<file path="src/design/b64sd_pkg.sv">
// Package for the base64 stream decoder.
// Holds status codes, the record passed from front to back, and the
// character classification helpers. No dependencies.
package b64sd_pkg;

    // Status codes carried on the status port
    localparam logic [1:0] STATUS_OK         = 2'd0;
    localparam logic [1:0] STATUS_BAD_CHAR   = 2'd1;
    localparam logic [1:0] STATUS_BAD_LENGTH = 2'd2;

    // Default depth of the queue between front and back
    localparam int QUEUE_DEPTH = 4;

    // Alphabet offsets
    localparam logic [5:0] SEXTET_LOWER_BASE = 6'd26;
    localparam logic [5:0] SEXTET_DIGIT_BASE = 6'd52;
    localparam logic [5:0] SEXTET_PLUS       = 6'd62;
    localparam logic [5:0] SEXTET_SLASH      = 6'd63;

    localparam logic [7:0] CHAR_PAD = 8'h3D;

    // One unit of work for the back end: either up to three packed bytes,
    // or a single closing word that carries a status
    typedef struct packed {
        logic        is_close;
        logic [1:0]  status;
        logic [1:0]  count;     // bytes to emit, 1..3; 1 for a close
        logic        eot;
        logic [23:0] bytes;     // first byte in [23:16]
    } job_t;

    // Whitespace: space and 0x09..0x0D
    function automatic logic is_blank(input logic [7:0] c);
        return (c == 8'h20) || (c >= 8'h09 && c <= 8'h0D);
    endfunction

    // Map a character to its 6-bit value; bit 6 flags a non-alphabet character
    function automatic logic [6:0] sextet_of(input logic [7:0] c);
        logic [6:0] r;
        r = 7'h40;
        if (c >= 8'h41 && c <= 8'h5A)
            r = {1'b0, 6'(c - 8'h41)};
        else if (c >= 8'h61 && c <= 8'h7A)
            r = {1'b0, 6'(c - 8'h61) + SEXTET_LOWER_BASE};
        else if (c >= 8'h30 && c <= 8'h39)
            r = {1'b0, 6'(c - 8'h30) + SEXTET_DIGIT_BASE};
        else if (c == 8'h2B)
            r = {1'b0, SEXTET_PLUS};
        else if (c == 8'h2F)
            r = {1'b0, SEXTET_SLASH};
        return r;
    endfunction

endpackage

</file>
<file path="src/design/b64sd_front.sv">
// Front end of the base64 stream decoder: classifies each character,
// gathers groups of four and builds one job word per result-causing item.
// Depends on b64sd_pkg.
module b64sd_front
(
    input  logic              clk,
    input  logic              rst_n,
    input  logic              take,
    input  logic [7:0]        char_in,
    input  logic              end_of_text,
    output logic              job_valid,
    output b64sd_pkg::job_t   job
);

    logic [1:0]  pos_reg, pos_next;
    logic [17:0] acc_reg, acc_next;
    logic        tip_reg, tip_next;
    logic [1:0]  err_reg, err_next;

    logic        blank;
    logic        pad;
    logic [6:0]  sx;
    logic [5:0]  val;
    logic        bad;
    logic [23:0] shifted;
    logic [23:0] acc_full;
    logic        tip_now;

    // Classify the incoming character
    always_comb
    begin
        blank = b64sd_pkg::is_blank(char_in);
        pad   = (char_in == b64sd_pkg::CHAR_PAD);
        sx    = b64sd_pkg::sextet_of(char_in);
        val   = pad ? 6'd0 : sx[5:0];
        bad   = (pad && (pos_reg == 2'd0 || pos_reg == 2'd1)) || (!pad && sx[6]);
        case (pos_reg)
            2'd0:    shifted = {val, 18'd0};
            2'd1:    shifted = {6'd0, val, 12'd0};
            2'd2:    shifted = {12'd0, val, 6'd0};
            default: shifted = {18'd0, val};
        endcase
        acc_full = {acc_reg, 6'd0} | shifted;
        tip_now  = (pos_reg == 2'd2) ? pad : tip_reg;
    end

    // Decide the job word and the next group state
    always_comb
    begin
        pos_next  = pos_reg;
        acc_next  = acc_reg;
        tip_next  = tip_reg;
        err_next  = err_reg;
        job_valid = 1'b0;
        job.is_close = 1'b1;
        job.status   = b64sd_pkg::STATUS_OK;
        job.count    = 2'd1;
        job.eot      = 1'b1;
        job.bytes    = 24'd0;

        if (err_reg != b64sd_pkg::STATUS_OK) begin
            job.status = err_reg;
            job_valid  = end_of_text;
        end else if (blank) begin
            job.status = (pos_reg != 2'd0) ? b64sd_pkg::STATUS_BAD_LENGTH
                                           : b64sd_pkg::STATUS_OK;
            job_valid  = end_of_text;
        end else if (bad) begin
            job.status = b64sd_pkg::STATUS_BAD_CHAR;
            job_valid  = end_of_text;
            err_next   = b64sd_pkg::STATUS_BAD_CHAR;
        end else if (pos_reg != 2'd3) begin
            job.status = b64sd_pkg::STATUS_BAD_LENGTH;
            job_valid  = end_of_text;
            pos_next   = pos_reg + 2'd1;
            acc_next   = acc_full[23:6];
            tip_next   = tip_now;
        end else begin
            // Group complete: pack the bytes to emit, skipping padded ones
            job_valid    = 1'b1;
            job.is_close = 1'b0;
            job.eot      = end_of_text;
            job.count    = 2'd1 + {1'b0, !tip_now} + {1'b0, !pad};
            job.bytes    = {acc_full[23:16],
                            tip_now ? acc_full[7:0] : acc_full[15:8],
                            acc_full[7:0]};
            pos_next     = 2'd0;
            acc_next     = 18'd0;
            tip_next     = 1'b0;
        end

        // Clear everything at the end of the text
        if (end_of_text) begin
            pos_next = 2'd0;
            acc_next = 18'd0;
            tip_next = 1'b0;
            err_next = b64sd_pkg::STATUS_OK;
        end
    end

    // Hold group state between words
    always_ff @(posedge clk or negedge rst_n)
    begin
        if (!rst_n) begin
            pos_reg <= 2'd0;
            acc_reg <= 18'd0;
            tip_reg <= 1'b0;
            err_reg <= b64sd_pkg::STATUS_OK;
        end else if (take) begin
            pos_reg <= pos_next;
            acc_reg <= acc_next;
            tip_reg <= tip_next;
            err_reg <= err_next;
        end
    end

endmodule

</file>
<file path="src/design/b64sd_fifo.sv">
// Small register queue that decouples the decoder's front and back ends.
// Generic in width and depth; no package dependencies.
module b64sd_fifo
#(
    parameter int WIDTH = 30,
    parameter int DEPTH = 4
)
(
    input  logic             clk,
    input  logic             rst_n,
    input  logic             wr_en,
    input  logic [WIDTH-1:0] wr_data,
    input  logic             rd_en,
    output logic [WIDTH-1:0] rd_data,
    output logic             full,
    output logic             not_empty
);

    localparam int PTR_W = (DEPTH > 1) ? $clog2(DEPTH) : 1;
    localparam int CNT_W = $clog2(DEPTH + 1);

    logic [WIDTH-1:0] slot_reg [DEPTH];
    logic [PTR_W-1:0] wr_ptr_reg, rd_ptr_reg;
    logic [CNT_W-1:0] count_reg;

    assign full      = (count_reg == CNT_W'(DEPTH));
    assign not_empty = (count_reg != '0);
    assign rd_data   = slot_reg[rd_ptr_reg];

    // Store incoming word
    always_ff @(posedge clk)
    begin
        if (wr_en)
            slot_reg[wr_ptr_reg] <= wr_data;
    end

    // Advance pointers and count
    always_ff @(posedge clk or negedge rst_n)
    begin
        if (!rst_n) begin
            wr_ptr_reg <= '0;
            rd_ptr_reg <= '0;
            count_reg  <= '0;
        end else begin
            if (wr_en)
                wr_ptr_reg <= (wr_ptr_reg == PTR_W'(DEPTH - 1)) ? '0 : wr_ptr_reg + 1'b1;
            if (rd_en)
                rd_ptr_reg <= (rd_ptr_reg == PTR_W'(DEPTH - 1)) ? '0 : rd_ptr_reg + 1'b1;
            if (wr_en && !rd_en)
                count_reg <= count_reg + 1'b1;
            else if (rd_en && !wr_en)
                count_reg <= count_reg - 1'b1;
        end
    end

endmodule

</file>
<file path="src/design/b64sd_back.sv">
// Back end of the base64 stream decoder: takes job words from the queue and
// presents their results one word per cycle, while pop is held, on the output side.
// Depends on b64sd_pkg.
module b64sd_back
(
    input  logic              clk,
    input  logic              rst_n,
    input  logic              job_ready,
    input  b64sd_pkg::job_t   job,
    output logic              job_take,
    input  logic              pop,
    output logic              empty,
    output logic [7:0]        out_byte,
    output logic              byte_valid,
    output logic              run_last,
    output logic              text_done,
    output logic [1:0]        status
);

    b64sd_pkg::job_t cur_reg;
    logic            valid_reg;
    logic [1:0]      idx_reg;
    logic            last;

    assign last     = (idx_reg == cur_reg.count - 2'd1);
    assign job_take = job_ready && (!valid_reg || (pop && last));

    // Drive the current result word
    always_comb
    begin
        empty      = !valid_reg;
        byte_valid = !cur_reg.is_close;
        run_last   = last;
        text_done  = last && cur_reg.eot;
        status     = cur_reg.is_close ? cur_reg.status : b64sd_pkg::STATUS_OK;
        case (idx_reg)
            2'd0:    out_byte = cur_reg.bytes[23:16];
            2'd1:    out_byte = cur_reg.bytes[15:8];
            default: out_byte = cur_reg.bytes[7:0];
        endcase
        if (cur_reg.is_close)
            out_byte = 8'd0;
    end

    // Load a new job or step through the bytes of the current one
    always_ff @(posedge clk or negedge rst_n)
    begin
        if (!rst_n) begin
            valid_reg <= 1'b0;
            idx_reg   <= 2'd0;
        end else if (job_take) begin
            valid_reg <= 1'b1;
            idx_reg   <= 2'd0;
        end else if (pop && valid_reg) begin
            if (last)
                valid_reg <= 1'b0;
            else
                idx_reg <= idx_reg + 2'd1;
        end
    end

    // Hold the job payload
    always_ff @(posedge clk)
    begin
        if (job_take)
            cur_reg <= job;
    end

endmodule

</file>
<file path="src/design/base64_stream_decoder.sv">
// Base64 stream decoder: one character word accepted per cycle while the queue has room, bytes out.
// A result-causing character's job word passes through a queue slot and then the back end's job register.
// Throughput: one character per cycle unless full; results leave at one word per cycle,
// so a group's three bytes take three pops; the queue absorbs the difference.
// Reset (rst_n low, asynchronous) empties the queue and clears group state.
// Depends on b64sd_pkg, b64sd_front, b64sd_fifo and b64sd_back.
module base64_stream_decoder
#(
    parameter int QUEUE_DEPTH = b64sd_pkg::QUEUE_DEPTH
)
(
    input  logic       clk,
    input  logic       rst_n,
    input  logic       push,
    output logic       full,
    input  logic [7:0] char_in,
    input  logic       end_of_text,
    output logic       empty,
    input  logic       pop,
    output logic [7:0] out_byte,
    output logic       byte_valid,
    output logic       run_last,
    output logic       text_done,
    output logic [1:0] status
);

    localparam int JOB_W = $bits(b64sd_pkg::job_t);

    logic            take;
    logic            job_valid;
    b64sd_pkg::job_t front_job;
    b64sd_pkg::job_t head_job;
    logic            q_full;
    logic            q_not_empty;
    logic            q_take;

    // Accept a character whenever the queue has room
    assign full = q_full;
    assign take = push && !q_full;

    b64sd_front u_front
    (
        .clk         (clk),
        .rst_n       (rst_n),
        .take        (take),
        .char_in     (char_in),
        .end_of_text (end_of_text),
        .job_valid   (job_valid),
        .job         (front_job)
    );

    b64sd_fifo
    #(
        .WIDTH (JOB_W),
        .DEPTH (QUEUE_DEPTH)
    )
    u_fifo
    (
        .clk       (clk),
        .rst_n     (rst_n),
        .wr_en     (take && job_valid),
        .wr_data   (front_job),
        .rd_en     (q_take),
        .rd_data   (head_job),
        .full      (q_full),
        .not_empty (q_not_empty)
    );

    b64sd_back u_back
    (
        .clk        (clk),
        .rst_n      (rst_n),
        .job_ready  (q_not_empty),
        .job        (head_job),
        .job_take   (q_take),
        .pop        (pop),
        .empty      (empty),
        .out_byte   (out_byte),
        .byte_valid (byte_valid),
        .run_last   (run_last),
        .text_done  (text_done),
        .status     (status)
    );

endmodule

</file>
<file path="config.mk">
export PLATFORM = sky130hd
export DESIGN_NAME = base64_stream_decoder
export DESIGN_NICKNAME = d
export VERILOG_FILES = /design/src/design/b64sd_pkg.sv /design/src/design/b64sd_front.sv /design/src/design/b64sd_fifo.sv /design/src/design/b64sd_back.sv /design/src/design/base64_stream_decoder.sv
export SDC_FILE = /design/constraint.sdc
export NUM_CORES = 1
export LEC_CHECK = 0
export BUFFER_PORTS_ARGS = -buffer_cell sky130_fd_sc_hd__clkbuf_2
export CAP_MARGIN = 5
export CELL_PAD_IN_SITES_DETAIL_PLACEMENT = 1
export CELL_PAD_IN_SITES_GLOBAL_PLACEMENT = 1
export CORE_MARGIN = 2
export CORE_UTILIZATION = 52
export CTS_BUF_LIST = sky130_fd_sc_hd__clkbuf_16
export CTS_CLUSTER_SIZE = 16
export DETAILED_ROUTE_END_ITERATION = 12
export MAX_ROUTING_LAYER = met4
export PLACE_DENSITY = 0.89
export REMOVE_ABC_BUFFERS = 1
export SYNTH_ARGS = -nofsm -noshare
export SYNTH_HDL_FRONTEND = slang
export SYNTH_SLANG_ARGS = --single-unit
</file>
<file path="constraint.sdc">
create_clock -name clk -period 4.4 [get_ports clk]
set_input_delay 0.66 -clock clk [delete_from_list [all_inputs] [get_ports clk]]
set_output_delay 0.66 -clock clk [all_outputs]
set_load 0.02 [all_outputs]
</file>
* Word level (Yosys, flattened, before mapping)
Memory sizes are Yosys's and may differ from the RTL's. A register that Yosys moved wholly into a read port is not among the register bits.
Index checks and enable logic that the tools add are counted.
** Operators by class
- Add/subtract/negate cells :: 14
- Order comparisons :: 8
- Equality and inequality tests :: 16
- Multiplexer cells :: 60
- Bitwise gates (word level) :: 1
- Reductions and logical operators :: 38
** Operators by type and width (number)
- $mux W27 :: 4
- $mux W18 :: 5
- $pmux W24 S3 :: 1
- $mux W2 :: 20
- $mux W7 :: 5
- $eq A8 B6 Y1 const B :: 4
- $or A24 B24 Y24 :: 1
- $mux W1 :: 19
- $ge A8 B7 Y1 const B :: 2
- $le A8 B7 Y1 const B :: 2
- $mux W8 :: 2
- $pmux W8 S2 :: 1
- $logic_and A1 B1 Y1 :: 14
- $reduce_bool A2 Y1 :: 6
- $sub A6 B6 Y6 const B :: 2
- $ne A2 B2 Y1 const B :: 5
- $add A2 B1 Y2 const B :: 4
- $ge A8 B4 Y1 const B :: 1
- $ge A8 B6 Y1 const B :: 1
- $le A8 B4 Y1 const B :: 1
- $le A8 B6 Y1 const B :: 1
- $reduce_and A4 Y1 :: 2
- $logic_not A1 Y1 :: 7
- $add A6 B5 Y6 const B :: 1
- 17 further kinds :: 26
** Word-level totals
- Register bits :: 33
- Bits in writable memories :: 120
- Output and inout port bits :: 15
- Word-level logic and storage cells :: 147
- Memories kept :: 1
** Memory list
- u_fifo.slot_reg :: depth 4, width 30, read ports 1, clocked after memory_dff 1, write ports 1, RTL line b64sd_fifo.sv:22 : logic [WIDTH-1:0] slot_reg [DEPTH];

* Logic depth before layout (Yosys ltp)
Gate-level depths: netlist of the first run.
- Depth after elaboration :: 16
- Gate-level depth with buffers :: 16
- Mapped depth without buffers :: 13

* Modules after synthesis
A second synthesis of the first run with hierarchy kept.
** Second synthesis, totals
- Cell total of the unflattened synthesis :: 512
- Area, all modules :: 8060.2 um^2
** By module, submodules not included
- b64sd_fifo :: instances 1, cells an instance 194, area each 4787.1 um^2, seq. area each 3778.6 um^2
- b64sd_front :: instances 1, cells an instance 228, area each 1964.4 um^2, seq. area each 550.5 um^2
- b64sd_back :: instances 1, cells an instance 88, area each 1293.7 um^2, seq. area each 975.9 um^2
- base64_stream_decoder :: instances 1, cells an instance 2, area each 15.0 um^2, seq. area each 0.0 um^2

* Least setup slack after synthesis of the first run
No wires, ideal clock.
- Path kind :: flip-flop to flip-flop
- Start :: register u_back.idx_reg[1]
- End :: register u_fifo.count_reg[1]
- Arrival time :: 3961 ps
- Slack :: 314 ps
- Stages on the path, launching flop included :: 11
- Buffers on the path :: 0
- Period minus slack after synthesis :: 4086 ps
- Cells stage by stage :: dfrtp_1 -> xnor2_1 -> mux2_2 -> inv_1 -> nand2_1 -> a21oi_1 -> inv_1 -> ha_1 -> inv_1 -> fa_1 -> mux2_2
** On the way
- Word-level cells in the longest chain between the ends :: 7
- Elaborated cells on any way between the ends :: 9
** RTL lines
- start: declaration :: RTL line b64sd_back.sv:22 : logic [1:0] idx_reg;
- start signal: assignment :: RTL line b64sd_back.sv:58 : idx_reg <= idx_reg + 2'd1;
- $eq A2 B2 Y1 (*) :: RTL line b64sd_back.sv:25 : assign last = (idx_reg == cur_reg.count - 2'd1);
- net run_last :: RTL line base64_stream_decoder.sv:22 : output logic run_last,
- $logic_and A1 B1 Y1 (*) :: RTL line b64sd_back.sv:26 : assign job_take = job_ready && (!valid_reg || (pop && last));
- $logic_or A1 B1 Y1 (*) :: RTL line b64sd_back.sv:26
- $logic_and A1 B1 Y1 (*) :: RTL line b64sd_back.sv:26
- net q_take :: RTL line base64_stream_decoder.sv:35 : logic q_take;
- $logic_not A1 Y1 :: RTL line b64sd_fifo.sv:49 : if (wr_en && !rd_en)
- $logic_and A1 B1 Y1 :: RTL line b64sd_fifo.sv:49
- $mux W3 or $reduce_bool A2 Y1 (tied branches)
- end signal: assignment :: RTL line b64sd_fifo.sv:50 : count_reg <= count_reg + 1'b1;
- end signal: assignment :: RTL line b64sd_fifo.sv:52 : count_reg <= count_reg - 1'b1;
- end: declaration :: RTL line b64sd_fifo.sv:24 : logic [CNT_W-1:0] count_reg;
The timed path passes the listed nets; every way through them passes the cells marked *.
A chain may end at the register's enable or synchronous reset.

* Worst setup path after layout of the first run
- Start :: input char_in[2]
- End :: register u_fifo.count_reg[2]
** On the way
- Word-level cells in the longest chain between the ends :: 15
- Elaborated cells on any way between the ends :: 35
** RTL lines
- start: declaration :: RTL line base64_stream_decoder.sv:16 : input logic [7:0] char_in,
- parallel branches: the longest is 9 deep, another holds $ge A8 B6 Y1
- $mux W1 (*) :: RTL line b64sd_front.sv:64 : end else if (blank) begin
- $mux W1 (*) :: RTL line b64sd_front.sv:61 : if (err_reg != b64sd_pkg::STATUS_OK) begin
- $logic_and A1 B1 Y1 (*) :: RTL line base64_stream_decoder.sv:61 : .wr_en (take && job_valid),
- $logic_not A1 Y1 :: RTL line b64sd_fifo.sv:51 : else if (rd_en && !wr_en)
- $logic_and A1 B1 Y1 :: RTL line b64sd_fifo.sv:51
- $reduce_bool A2 Y1 (no line)
Mark *: on every way between the ends.

==> results of run 1 <==
==> synthesized netlist by cell type (3+ instances only) <==
cell type / number / share of area
a41oi_1: 4 / 0.0042
a31oi_1: 24 / 0.018
nand3_1: 14 / 0.0085
and2_1: 9 / 0.0068
mux4_2: 30 / 0.082
o21ai_2: 3 / 0.0032
edfxtp_1: 150 / 0.55
inv_1: 28 / 0.013
o21ai_0: 3 / 0.0018
nor3_2: 7 / 0.0085
nand4_1: 7 / 0.0053
buf_1: 6 / 0.0027
ha_1: 23 / 0.035
mux2_2: 6 / 0.0082
o2111ai_1: 3 / 0.0032
o32ai_1: 4 / 0.0042
a22oi_1: 10 / 0.0091
dfrtp_1: 32 / 0.097
clkbuf_1: 10 / 0.0046
o311ai_0: 3 / 0.0032
and4_1: 4 / 0.0042
buf_4: 3 / 0.0027
nor2_1: 40 / 0.018
nand2_1: 26 / 0.012
a211oi_1: 3 / 0.0027
a21oi_1: 29 / 0.018
xor2_1: 3 / 0.0032
nor3_1: 7 / 0.0042
nor2b_1: 7 / 0.0053
xnor2_1: 6 / 0.0064
nand2b_1: 6 / 0.0046
and3_1: 5 / 0.0038
inv_2: 3 / 0.0014
==> where the power goes <==
part	switching (mW)	leakage (nW)	internal, mW	total, mW
combinational	0.794	1.21	0.566	1.36
sequential	0.221	1.77	2.19	2.41
clock	0.665	0.269	0.726	1.39
==> cell families (layout without fill, tap and decap cells) <==
family,after synthesis,in the layout,share of synthesized area
buffers and inverters,56,101,0.0293
AO/OA/AOI/OAI,106,106,0.0897
AND/OR/NAND/NOR,146,146,0.0974
multiplexers,38,38,0.0930
adder cells (fa/ha/maj),24,24,0.0373
flip-flops,182,182,0.644
XOR/XNOR,9,9,0.00956
==> metal layers <==
metal / wire length, µm / vias up
li1: - / 2243
met4: 476 / 0
met3: 790 / 43
met1: 8320 / 2662
met5: 0 / -
met2: 10400 / 165
==> final timing paths <==
check / endpoint / start / slack, ns / depth (start not counted)
worst max-delay path: u_fifo.count_reg[2]$_DFFE_PN0P_ / char_in[2] / 1.09 / 13
worst min-delay path: u_back.valid_reg$_DFFE_PN0P_ / rst_n / 0.32 / 1
worst max register to register: u_fifo.count_reg[1]$_DFFE_PN0P_ / u_back.idx_reg[1]$_DFFE_PN0P_ / 1.39 / 11
worst min register to register: u_fifo.count_reg[2]$_DFFE_PN0P_ / u_fifo.count_reg[2]$_DFFE_PN0P_ / 0.50 / 1
max in group asynchronous: u_fifo.rd_ptr_reg[0]$_DFFE_PN0P_ / rst_n / 3.49 / 1
min in group clk: u_fifo.count_reg[2]$_DFFE_PN0P_ / u_fifo.count_reg[2]$_DFFE_PN0P_ / 0.50 / 1
==> worst max-delay path: stages <==
cell and delay (ns):
clkbuf_2 0.20, ha_1 0.47, xnor2_1 0.11, or3_4 0.35, a31oi_4 0.30, nand4_1 0.16
o21ai_2 0.31, ha_1 0.26, inv_1 0.06, fa_1 0.37, xor2_1 0.15, nor2_1 0.11
xor2_1 0.16
==> area by class of cell <==
class,count,area [µm²]
sequential,182,5310
tap,216,270
inverter,31,116
clock inverter,15,110
multi-input combinational,323,2710
timing repair buffer,38,218
fill,1488,6560
clock buffer,17,425
==> metrics.md, run 1 <==
| Metric | Value |
|---|---|
| Top Ports | 28 |
| PortBufs | 27 |
| Post-synth cell types | 67 |
| Most Crowded Layer GR | met2 |
| Max reg flops | 120 |
| Ant diodes | 0 |
| Hold Buf Count CTS | 0 |
| Critical path arrival | 3.68 ns |
| Setup TNS | 0 ns |
| M3 GR Usage | 0.0385 |
| Number of global-route vias before repair | 5449 |
| Drt total wl | 20000 µm |
| Core Area | 15700 µm² |
| Yosys reg bits | 182 |
| Synth Area per Inst | 14.7 µm² |
| Hold WC Path Type | in -> async |
| Cell area power density | 564 nW/µm² |
| Share of cells above drive strength 1 | 0.206 |
| Period utilization | 0.753 |
| Worst slew pin tran | 1.14 ns |
| Pin count of the biggest net entering global routing | 34 |
| DR vias | 5113 |
| # setup viols final | 0 |
| Post-synth EDFFs | 150 |
| CTS tree | yes |
| Die Area | 16900 µm² |
| Root Driver | clkbuf_16 |
| Asr flop ratio synth | 0.176 |
| Antenna Nets Post-Route | 0 |
| Max Freq | 0.302 GHz |
| Vias per cell | 6.22 |
| Die H | 130 µm |
| Postcts setup bufs | 0 |
| Global-route wire length before repair | 31400 µm |
| Initial antenna violation count | 0 |
| Max cap viols | 0 |
| DR DRC count | 0 |
| Row cnt | 46 |
| Tmin final | 3.31 ns |
| Area grow syn2layout | 11.1% |
| Gr usage total | 0.260 |
| Max Buffers Root-to-Sink | 2 |
| Wire length per cell | 24.3 µm |
| Gr ovfl total | 0 |
| Number of buffers created by CTS | 17 |
| Startpoint Class | input port |
| Commonest non-fill, non-tap cells in the layout | edfxtp_1, nor2_1, inv_1, dfrtp_1, mux4_2 |
| Dpl ws | 0.635 ns |
| Skew-Pair Late Insertion Delay | 0.44 ns |
| Post-Synthesis Cells | 561 |
| Worst relative slew slack | 0.238 |
| Pre-antenna DRT Iters | 5 |
| Post-Syn Area | 8240 µm² |
| Gp weighted congestion | 0.894 |
| PnR Total Power | 5.17 mW |
| Hpwl dp | 13400 µm |
| # H-tree levels | 4 |
| Fin area | 9150 µm² |
| Placed cell area | 8620 µm² |
| Slew Limit Fails | 0 |
| Commonest non-fill, non-tap cell in the layout | edfxtp_1 |
| Setup crit end kind | register |
| Layout Nets | 630 |
| Die W | 130 µm |
| Clock Skew | 0.00725 ns |
| Clk pin slew, worst setup/hold paths | 0.07 ns |
| CP required | 4.76 ns |
| Met1 usage | 0.324 |
| Met2 Use GR | 0.431 |
| Placed insts | 790 |
| Worst Path Max Fanout | 11 |
| Post-layout util | 0.583 |
| Classification of the worst setup path | in -> reg |
| Cts repair resizes | 0 |
| Maximum vdd drop | 0.000295 V |
| Final setup margin | 1.09 ns |
| Initial Utilization | 0.525 |
| Status | finished clean |
| RSZ-0062 raised after global routing | false |
| Sink Count | 182 |
| Post-synthesis sequential area ratio | 0.644 |
| Dominant register cell in the synthesized netlist | edfxtp_1 |
| Synth warn | 0 |
| Layout Cells excl Fill | 822 |
| Hold Vio Cnt, Final | 0 |
| WHS | 0.315 ns |
| Iter 0 DRT Violations | 375 |
| Leak | 3.25 nW |
Note: power is estimated with default switching activity, not from simulation.
==> run 2, diff against run 1 <==
==> constraint.sdc (replaced) <==
create_clock -name clk -period 3.1 [get_ports clk]
set_input_delay 0.465 -clock clk [delete_from_list [all_inputs] [get_ports clk]]
set_output_delay 0.465 -clock clk [all_outputs]
set_load 0.02 [all_outputs]
==> run 2 against run 1 <==
Net effect:
- critical path type is now reg -> out
- total power grew 48%
- clock skew grew 0.0066 ns
- sequential cell count is the same
- largest cell class unchanged
- critical endpoint is now out_byte[5]
==> metrics.md, run 2 (same netlist as run 1, synthesis figures left out) <==
| Metric | Value |
|---|---|
| Status | finished clean (unchanged) |
| Hpwl dp | 14300 µm (was 13400 µm) |
| Hold Vio Cnt, Final | 0 (unchanged) |
| PnR Total Power | 7.63 mW (was 5.17 mW) |
| Die Area | 16900 µm² (unchanged) |
| Initial Utilization | 0.525 (unchanged) |
| Wire length per cell | 25.5 µm (was 24.3 µm) |
| Die H | 130 µm (unchanged) |
| Share of cells above drive strength 1 | 0.241 (was 0.206) |
| PortBufs | 27 (unchanged) |
| Gr usage total | 0.282 (was 0.260) |
| Global-route wire length before repair | 33300 µm (was 31400 µm) |
| Cell area power density | 808 nW/µm² (was 564 nW/µm²) |
| Post-layout util | 0.601 (was 0.583) |
| DR DRC count | 0 (unchanged) |
| Tmin final | 2.82 ns |
| Setup TNS | 0 ns (unchanged) |
| Period utilization | 0.911 |
| Number of buffers created by CTS | 17 (unchanged) |
| Slew Limit Fails | 0 (unchanged) |
| Setup crit end kind | output port (was register) |
| Dpl ws | -0.0494 ns (was 0.635 ns) |
| Gp weighted congestion | 0.894 (unchanged) |
| Leak | 3.39 nW (was 3.25 nW) |
| Clk pin slew, worst setup/hold paths | 0.07 ns (about the same) |
| Max Freq | 0.354 GHz |
| CP bufs+invs | 3 (was 2) |
| Layout Cells excl Fill | 848 (was 822) |
| CTS tree | yes (unchanged) |
| DR vias | 5338 (was 5113) |
| Fin area | 9440 µm² (was 9150 µm²) |
| Worst Path Max Fanout | 6 (was 11) |
| Commonest non-fill, non-tap cells in the layout | edfxtp_1, nor2_1, buf_4, dfrtp_1, mux4_2 (was edfxtp_1, nor2_1, inv_1, dfrtp_1, mux4_2) |
| Classification of the worst setup path | reg -> out (was in -> reg) |
| Worst slew pin tran | 1.03 ns (was 1.14 ns) |
| Max reg flops | 120 (unchanged) |
| Iter 0 DRT Violations | 403 (was 375) |
| Final setup margin | 0.275 ns (was 1.09 ns) |
| Ant diodes | 0 (unchanged) |
| # fillers | 1515 (was 1488) |
| Crit-path slowest cell | dfrtp_1 (was ha_1) |
| Hold WC Path Type | in -> async (unchanged) |
| Hold Buf Count CTS | 0 (unchanged) |
| Commonest non-fill, non-tap cell in the layout | edfxtp_1 (unchanged) |
| Pin count of the biggest net entering global routing | 34 (unchanged) |
| Max cap viols | 0 (unchanged) |
| Critical Path, Cell by Cell | inv_1, ha_1, nor2_1, buf_4, a22oi_1, a21oi_1, clkbuf_2 (was clkbuf_2, ha_1, xnor2_1, or3_4, a31oi_4, nand4_1, o21ai_2, ha_1, inv_1, fa_1, xor2_1, nor2_1, xor2_1) |
| Worst relative slew slack | 0.311 (was 0.238) |
| Gr ovfl total | 0 (unchanged) |
| Critical path arrival | 2.36 ns (was 3.68 ns) |
| # H-tree levels | 4 (unchanged) |
| Area grow syn2layout | 14.5% (was 11.1%) |
| Layout Nets | 656 (was 630) |
| Top Ports | 28 (unchanged) |
| Initial antenna violation count | 0 (unchanged) |
| WHS | 0.116 ns (was 0.315 ns) |
| Cts repair resizes | 0 (unchanged) |
| Skew-Pair Late Insertion Delay | 0.45 ns (was 0.44 ns) |
| Number of global-route vias before repair | 5822 (was 5449) |
| Antenna Nets Post-Route | 0 (unchanged) |
| Maximum vdd drop | 0.000438 V (was 0.000295 V) |
| Worst path max stage delay | 0.42 ns (was 0.47 ns) |
| Die W | 130 µm (unchanged) |
| Placed cell area | 8860 µm² (was 8620 µm²) |
| Clock Skew | 0.0139 ns (was 0.00725 ns) |
| Row cnt | 46 (unchanged) |
| Sink Count | 182 (unchanged) |
| Max Buffers Root-to-Sink | 2 (unchanged) |
| CP required | 2.63 ns (was 4.76 ns) |
| Root Driver | clkbuf_16 (unchanged) |
| Pre-antenna DRT Iters | 5 (unchanged) |
| # setup viols final | 0 (unchanged) |
| Startpoint Class | register (was input port) |
| RSZ-0062 raised after global routing | false (unchanged) |
| Drt total wl | 21600 µm (was 20000 µm) |
| Placed insts | 816 (was 790) |
| Core Area | 15700 µm² (unchanged) |
| Postcts setup bufs | 0 (unchanged) |
| Worst path top cell family by delay | buffers and inverters (was adder cells) |
| Vias per cell | 6.29 (was 6.22) |
-- run 2: changes by cell type in the layout (fill, tap and decap cells not counted), moves of 2 or more --
cell,before,now
buf_12,0,4
clkinv_4,4,1
clkinvlp_4,2,4
bufinv_16,0,2
buf_4,11,33
inv_1,31,29
-- run 2: worst paths after layout --
| check | startpoint | end | slack (ns) | depth (start not counted) |
|---|---|---|---|---|
| min | rst_n | u_fifo.rd_ptr_reg[1]$_DFFE_PN0P_ | 0.12 | 1 |
| max | u_back.idx_reg[0]$_DFFE_PN0P_ | out_byte[5] | 0.28 | 7 |
| min in group clk | end_of_text | u_front.pos_reg[1]$_DFFE_PN0P_ | 0.42 | 2 |
| min reg2reg | u_fifo.count_reg[2]$_DFFE_PN0P_ | u_fifo.count_reg[2]$_DFFE_PN0P_ | 0.50 | 1 |
| max in group asynchronous | rst_n | u_fifo.rd_ptr_reg[0]$_DFFE_PN0P_ | 2.39 | 1 |
| max reg2reg | u_front.pos_reg[1]$_DFFE_PN0P_ | u_fifo.slot_reg[2][10]$_DFFE_PP_ | 0.35 | 7 |
-- run 2: where the power goes --
part / total, mW / internal [mW] / switching [mW] / leakage (nW)
Clock: 2.13 / 1.19 / 0.940 / 0.274
Combinational: 2.14 / 0.877 / 1.26 / 1.35
Sequential: 3.36 / 3.11 / 0.250 / 1.77
Total: 7.63 / 5.18 / 2.46 / 3.39
-- run 2: area by class of cell --
| class | instances | area (µm²) | share of cell area |
|---|---|---|---|
| flip-flops and latches | 182 | 5310 | 0.562 |
| multi-input cells | 323 | 2710 | 0.287 |
| repair buffers | 64 | 463 | 0.0490 |
| clock buffers | 17 | 425 | 0.0451 |
| well taps | 216 | 270 | 0.0286 |
| clock inverters | 15 | 153 | 0.0162 |
| inverters | 31 | 116 | 0.0123 |
-- run 2: worst reg2reg max path: stages (launching register included) --
cell and delay, ns:
dfrtp_1 0.46, inv_1 0.11, ha_1 0.24, o21ai_2 0.34, and3_1 0.26, and2_4 0.17, inv_2 0.09, o32ai_1 0.76
-- run 2: routing by layer --
metal,track usage,up-vias,share of wire
met5,-,-,0
met4,0.162,0,0.053
met3,0.0652,87,0.056
met2,0.473,242,0.51
met1,0.311,2721,0.38
li1,-,2288,-
==> run 3, diff against run 2 <==
--- a/config.mk
+++ b/config.mk
@@ -5,12 +5,13 @@
 export SDC_FILE = /design/constraint.sdc
 export NUM_CORES = 1
 export LEC_CHECK = 0
+export ABC_AREA = 1
 export BUFFER_PORTS_ARGS = -buffer_cell sky130_fd_sc_hd__clkbuf_2
 export CAP_MARGIN = 5
 export CELL_PAD_IN_SITES_DETAIL_PLACEMENT = 1
 export CELL_PAD_IN_SITES_GLOBAL_PLACEMENT = 1
 export CORE_MARGIN = 2
-export CORE_UTILIZATION = 52
+export CORE_UTILIZATION = 49
 export CTS_BUF_LIST = sky130_fd_sc_hd__clkbuf_16
 export CTS_CLUSTER_SIZE = 16
 export DETAILED_ROUTE_END_ITERATION = 12
==> run 3 against run 2 <==
Net effect:
- first-iteration DRC count down 11%
- utilization fell by 4.1 points
- sequential cell count is the same
- critical path depth unchanged
- synthesized cell count up 49%
- area after synthesis is 3.2% higher
- clock-buffer cell count is the same
- non-clock buffer count decreased by 15
- worst setup slack improved by 0.18 ns
- clock skew decreased by 0.0033 ns
- combinational power increased by 16%
- largest cell class unchanged
- highest routed layer unchanged
==> metrics.md, run 3 <==
| Metric | Value |
|---|---|
| Multi-input logic area | 2730 µm² (was 2710 µm²) |
| Synth Area per Inst | 10.2 µm² (was 14.7 µm²) |
| Worst relative slew slack | 0.289 (was 0.311) |
| Die Area | 18400 µm² (was 16900 µm²) |
| Drt total wl | 22200 µm (was 21600 µm) |
| Status | finished clean (unchanged) |
| Complex-gate fraction of the synthesized area | 0.0878 (was 0.0897) |
| Gp weighted congestion | 0.926 (was 0.894) |
| PortBufs | 27 (unchanged) |
| Iter 0 DRT Violations | 358 (was 403) |
| Cell with the most instances after synthesis | nand2_1 (was edfxtp_1) |
| Antenna Nets Post-Route | 0 (unchanged) |
| DR vias | 6356 (was 5338) |
| Row cnt | 48 (was 46) |
| Number of buffers created by CTS | 17 (unchanged) |
| Cts repair resizes | 0 (unchanged) |
| Startpoint Class | register (unchanged) |
| Skew-Pair Late Insertion Delay | 0.44 ns (was 0.45 ns) |
| WHS | 0.151 ns (was 0.116 ns) |
| Max Buffers Root-to-Sink | 2 (unchanged) |
| Sink Count | 182 (unchanged) |
| Worst path max stage delay | 0.40 ns (was 0.42 ns) |
| Initial antenna violation count | 0 (unchanged) |
| Flop2flop setup slack | 0.65 ns (was 0.35 ns) |
| Die W | 136 µm (was 130 µm) |
| Area leader, netlist | edfxtp_1 (unchanged) |
| Critical Path, Cell by Cell | inv_1, ha_1, nor2_1, buf_4, nand2_1, a31oi_1, clkbuf_2 (was inv_1, ha_1, nor2_1, buf_4, a22oi_1, a21oi_1, clkbuf_2) |
| Setup crit end kind | output port (unchanged) |
| XOR/XNOR Fraction of Synth Area | 0.0124 (was 0.00956) |
| Slew Limit Fails | 0 (unchanged) |
| Core Area | 17100 µm² (was 15700 µm²) |
| Yosys reg bits | 182 (unchanged) |
| Main combinational cell family by area after synthesis | simple AND/OR/NAND/NOR gates (unchanged) |
| Critical path arrival | 2.18 ns (was 2.36 ns) |
| Post-Syn Area | 8510 µm² (was 8240 µm²) |
| Ant diodes | 0 (unchanged) |
| Adder-Cell Fraction of Synth Area | 0.0362 (was 0.0373) |
| Crit-path slowest cell | dfrtp_1 (unchanged) |
| Tmin final | 2.64 ns (was 2.82 ns) |
| Period utilization | 0.852 (was 0.911) |
| RSZ-0062 raised after global routing | false (unchanged) |
| CP required | 2.63 ns (about the same) |
| Post-synth top cells | nand2_1, edfxtp_1, nor2_1, o21ai_0, inv_1 (was edfxtp_1, nor2_1, dfrtp_1, mux4_2, a21oi_1) |
| Pin count of the biggest net entering global routing | 63 (was 34) |
| Synth warn | 0 (unchanged) |
| Synth Area in Simple Gates | 0.182 (was 0.0974) |
| Max cap viols | 0 (unchanged) |
| Hold WC Path Type | in -> async (unchanged) |
| Max Freq | 0.379 GHz (was 0.354 GHz) |
| DR DRC count | 0 (unchanged) |
| Synth area leaders | edfxtp_1, dfrtp_1, nand2_1 (was edfxtp_1, dfrtp_1, mux4_2) |
| Die H | 136 µm (was 130 µm) |
| # H-tree levels | 4 (unchanged) |
| Area grow syn2layout | 12.6% (was 14.5%) |
| Maximum vdd drop | 0.000433 V (was 0.000438 V) |
| Commonest non-fill, non-tap cell in the layout | nand2_1 (was edfxtp_1) |
| Classification of the worst setup path | reg -> out (unchanged) |
| Gr usage total | 0.263 (was 0.282) |
| # fillers | 1880 (was 1515) |
| Commonest non-fill, non-tap cells in the layout | nand2_1, edfxtp_1, nor2_1, o21ai_0, inv_1 (was edfxtp_1, nor2_1, buf_4, dfrtp_1, mux4_2) |
| Global-route wire length before repair | 35100 µm (was 33300 µm) |
| Number of global-route vias before repair | 6759 (was 5822) |
| CTS tree | yes (unchanged) |
| Initial Utilization | 0.497 (was 0.525) |
| Crit. Startpoint | u_back.idx_reg[1]$_DFFE_PN0P_ (was u_back.idx_reg[0]$_DFFE_PN0P_) |
| Layout Nets | 909 (was 656) |
| Dominant register cell in the synthesized netlist | edfxtp_1 (unchanged) |
| Asr flop ratio synth | 0.176 (unchanged) |
| Yosys top cell area share | 0.529 (was 0.546) |
| Share of cells above drive strength 1 | 0.121 (was 0.241) |
| Postcts setup bufs | 0 (unchanged) |
| Hold Vio Cnt, Final | 0 (unchanged) |
| Post-Synthesis Cells | 837 (was 561) |
| Post-layout util | 0.560 (was 0.601) |
| Cell area power density | 834 nW/µm² (was 808 nW/µm²) |
| Hpwl dp | 14800 µm (was 14300 µm) |
| Wire length per cell | 20.0 µm (was 25.5 µm) |
| # setup viols final | 0 (unchanged) |
| Post-synth EDFFs | 150 (unchanged) |
| Vias per cell | 5.73 (was 6.29) |
| Root Driver | clkbuf_16 (unchanged) |
| Gr ovfl total | 0 (unchanged) |
| Leak | 3.83 nW (was 3.39 nW) |
| Pre-antenna DRT Iters | 9 (was 5) |
| Post-synth cell types | 35 (was 67) |
| Max reg flops | 120 (unchanged) |
| Reg area | 5310 µm² (about the same) |
| Hold Buf Count CTS | 0 (unchanged) |
| Post-synthesis mux area share | 0.00132 (was 0.0930) |
| Top Ports | 28 (unchanged) |
| Worst Path Max Fanout | 6 (unchanged) |
| Clock Skew | 0.0105 ns (was 0.0139 ns) |
| Worst slew pin tran | 1.07 ns (was 1.03 ns) |
| Clk pin slew, worst setup/hold paths | 0.06 ns (was 0.07 ns) |
| Post-synthesis sequential area ratio | 0.624 (was 0.644) |
| RR Startpoint | u_fifo.count_reg[0]$_DFFE_PN0P_ (was u_front.pos_reg[1]$_DFFE_PN0P_) |
run 3: logic make-up after synthesis:
kind of cell / Yosys count
mux: 1
simple gates: 369
fa+ha+maj: 24
xor+xnor: 12
flops: 182
compound gates: 134
buf+inv: 115
run 3: where the power goes:
part / internal [mW] / switching, mW
Combinational: 0.737 / 1.76
Sequential: 3.14 / 0.191
Clock: 1.26 / 0.914
Total: 5.13 / 2.86
run 3: stage by stage:
step / instances / setup slack (ns) / cell area (µm²) / setup TNS (ns) / power (mW)
detailed placement: 1078 / -0.0146 / 8990 / -0.0284 / 5.85
floorplan: 804 / -0.412 / 8340 / -49.43 / 4.86
CTS: 1110 / 0.387 / 9580 / 0 / 8.02
finish: 1110 / 0.459 / 9580 / 0 / 7.99
global placement: 1078 / 0.0846 / 8990 / 0 / 5.68
global route: 1110 / 0.210 / 9580 / 0 / 8.40
run 3: worst paths after layout:
| path | endpoint | cells past startpoint |
|---|---|---|
| max | out_byte[6] | 7 |
| min | u_back.idx_reg[1]$_DFFE_PN0P_ | 1 |
| max reg2reg | u_fifo.count_reg[2]$_DFFE_PN0P_ | 14 |
| min reg2reg | u_front.acc_reg[14]$_DFFE_PN0P_ | 2 |
| max in group asynchronous | u_front.acc_reg[7]$_DFFE_PN0P_ | 1 |
| min in group clk | u_back.idx_reg[0]$_DFFE_PN0P_ | 3 |
run 3: per-layer routing:
metal / vias up / part of all wire / global-route usage
met5: - / 0 / -
met4: 0 / 0.039 / 0.137
met3: 71 / 0.046 / 0.0468
met2: 227 / 0.52 / 0.442
met1: 3152 / 0.40 / 0.303
li1: 2906 / - / -
run 3: final cells by class:
class / count / area share
clock buffer: 17 / 0.0444
clock inverter: 15 / 0.0171
inverter: 82 / 0.0321
multi-input combinational: 540 / 0.285
sequential: 182 / 0.554
tap: 225 / 0.0294
timing repair buffer: 49 / 0.0379
run 3: critical path: cells and delay by family (launching register included):
family | cells | cell delay, ns
flops | 1 | 0.40
fa+ha+maj | 1 | 0.27
compound gates | 1 | 0.16
buf+inv | 3 | 0.52
simple gates | 2 | 0.38
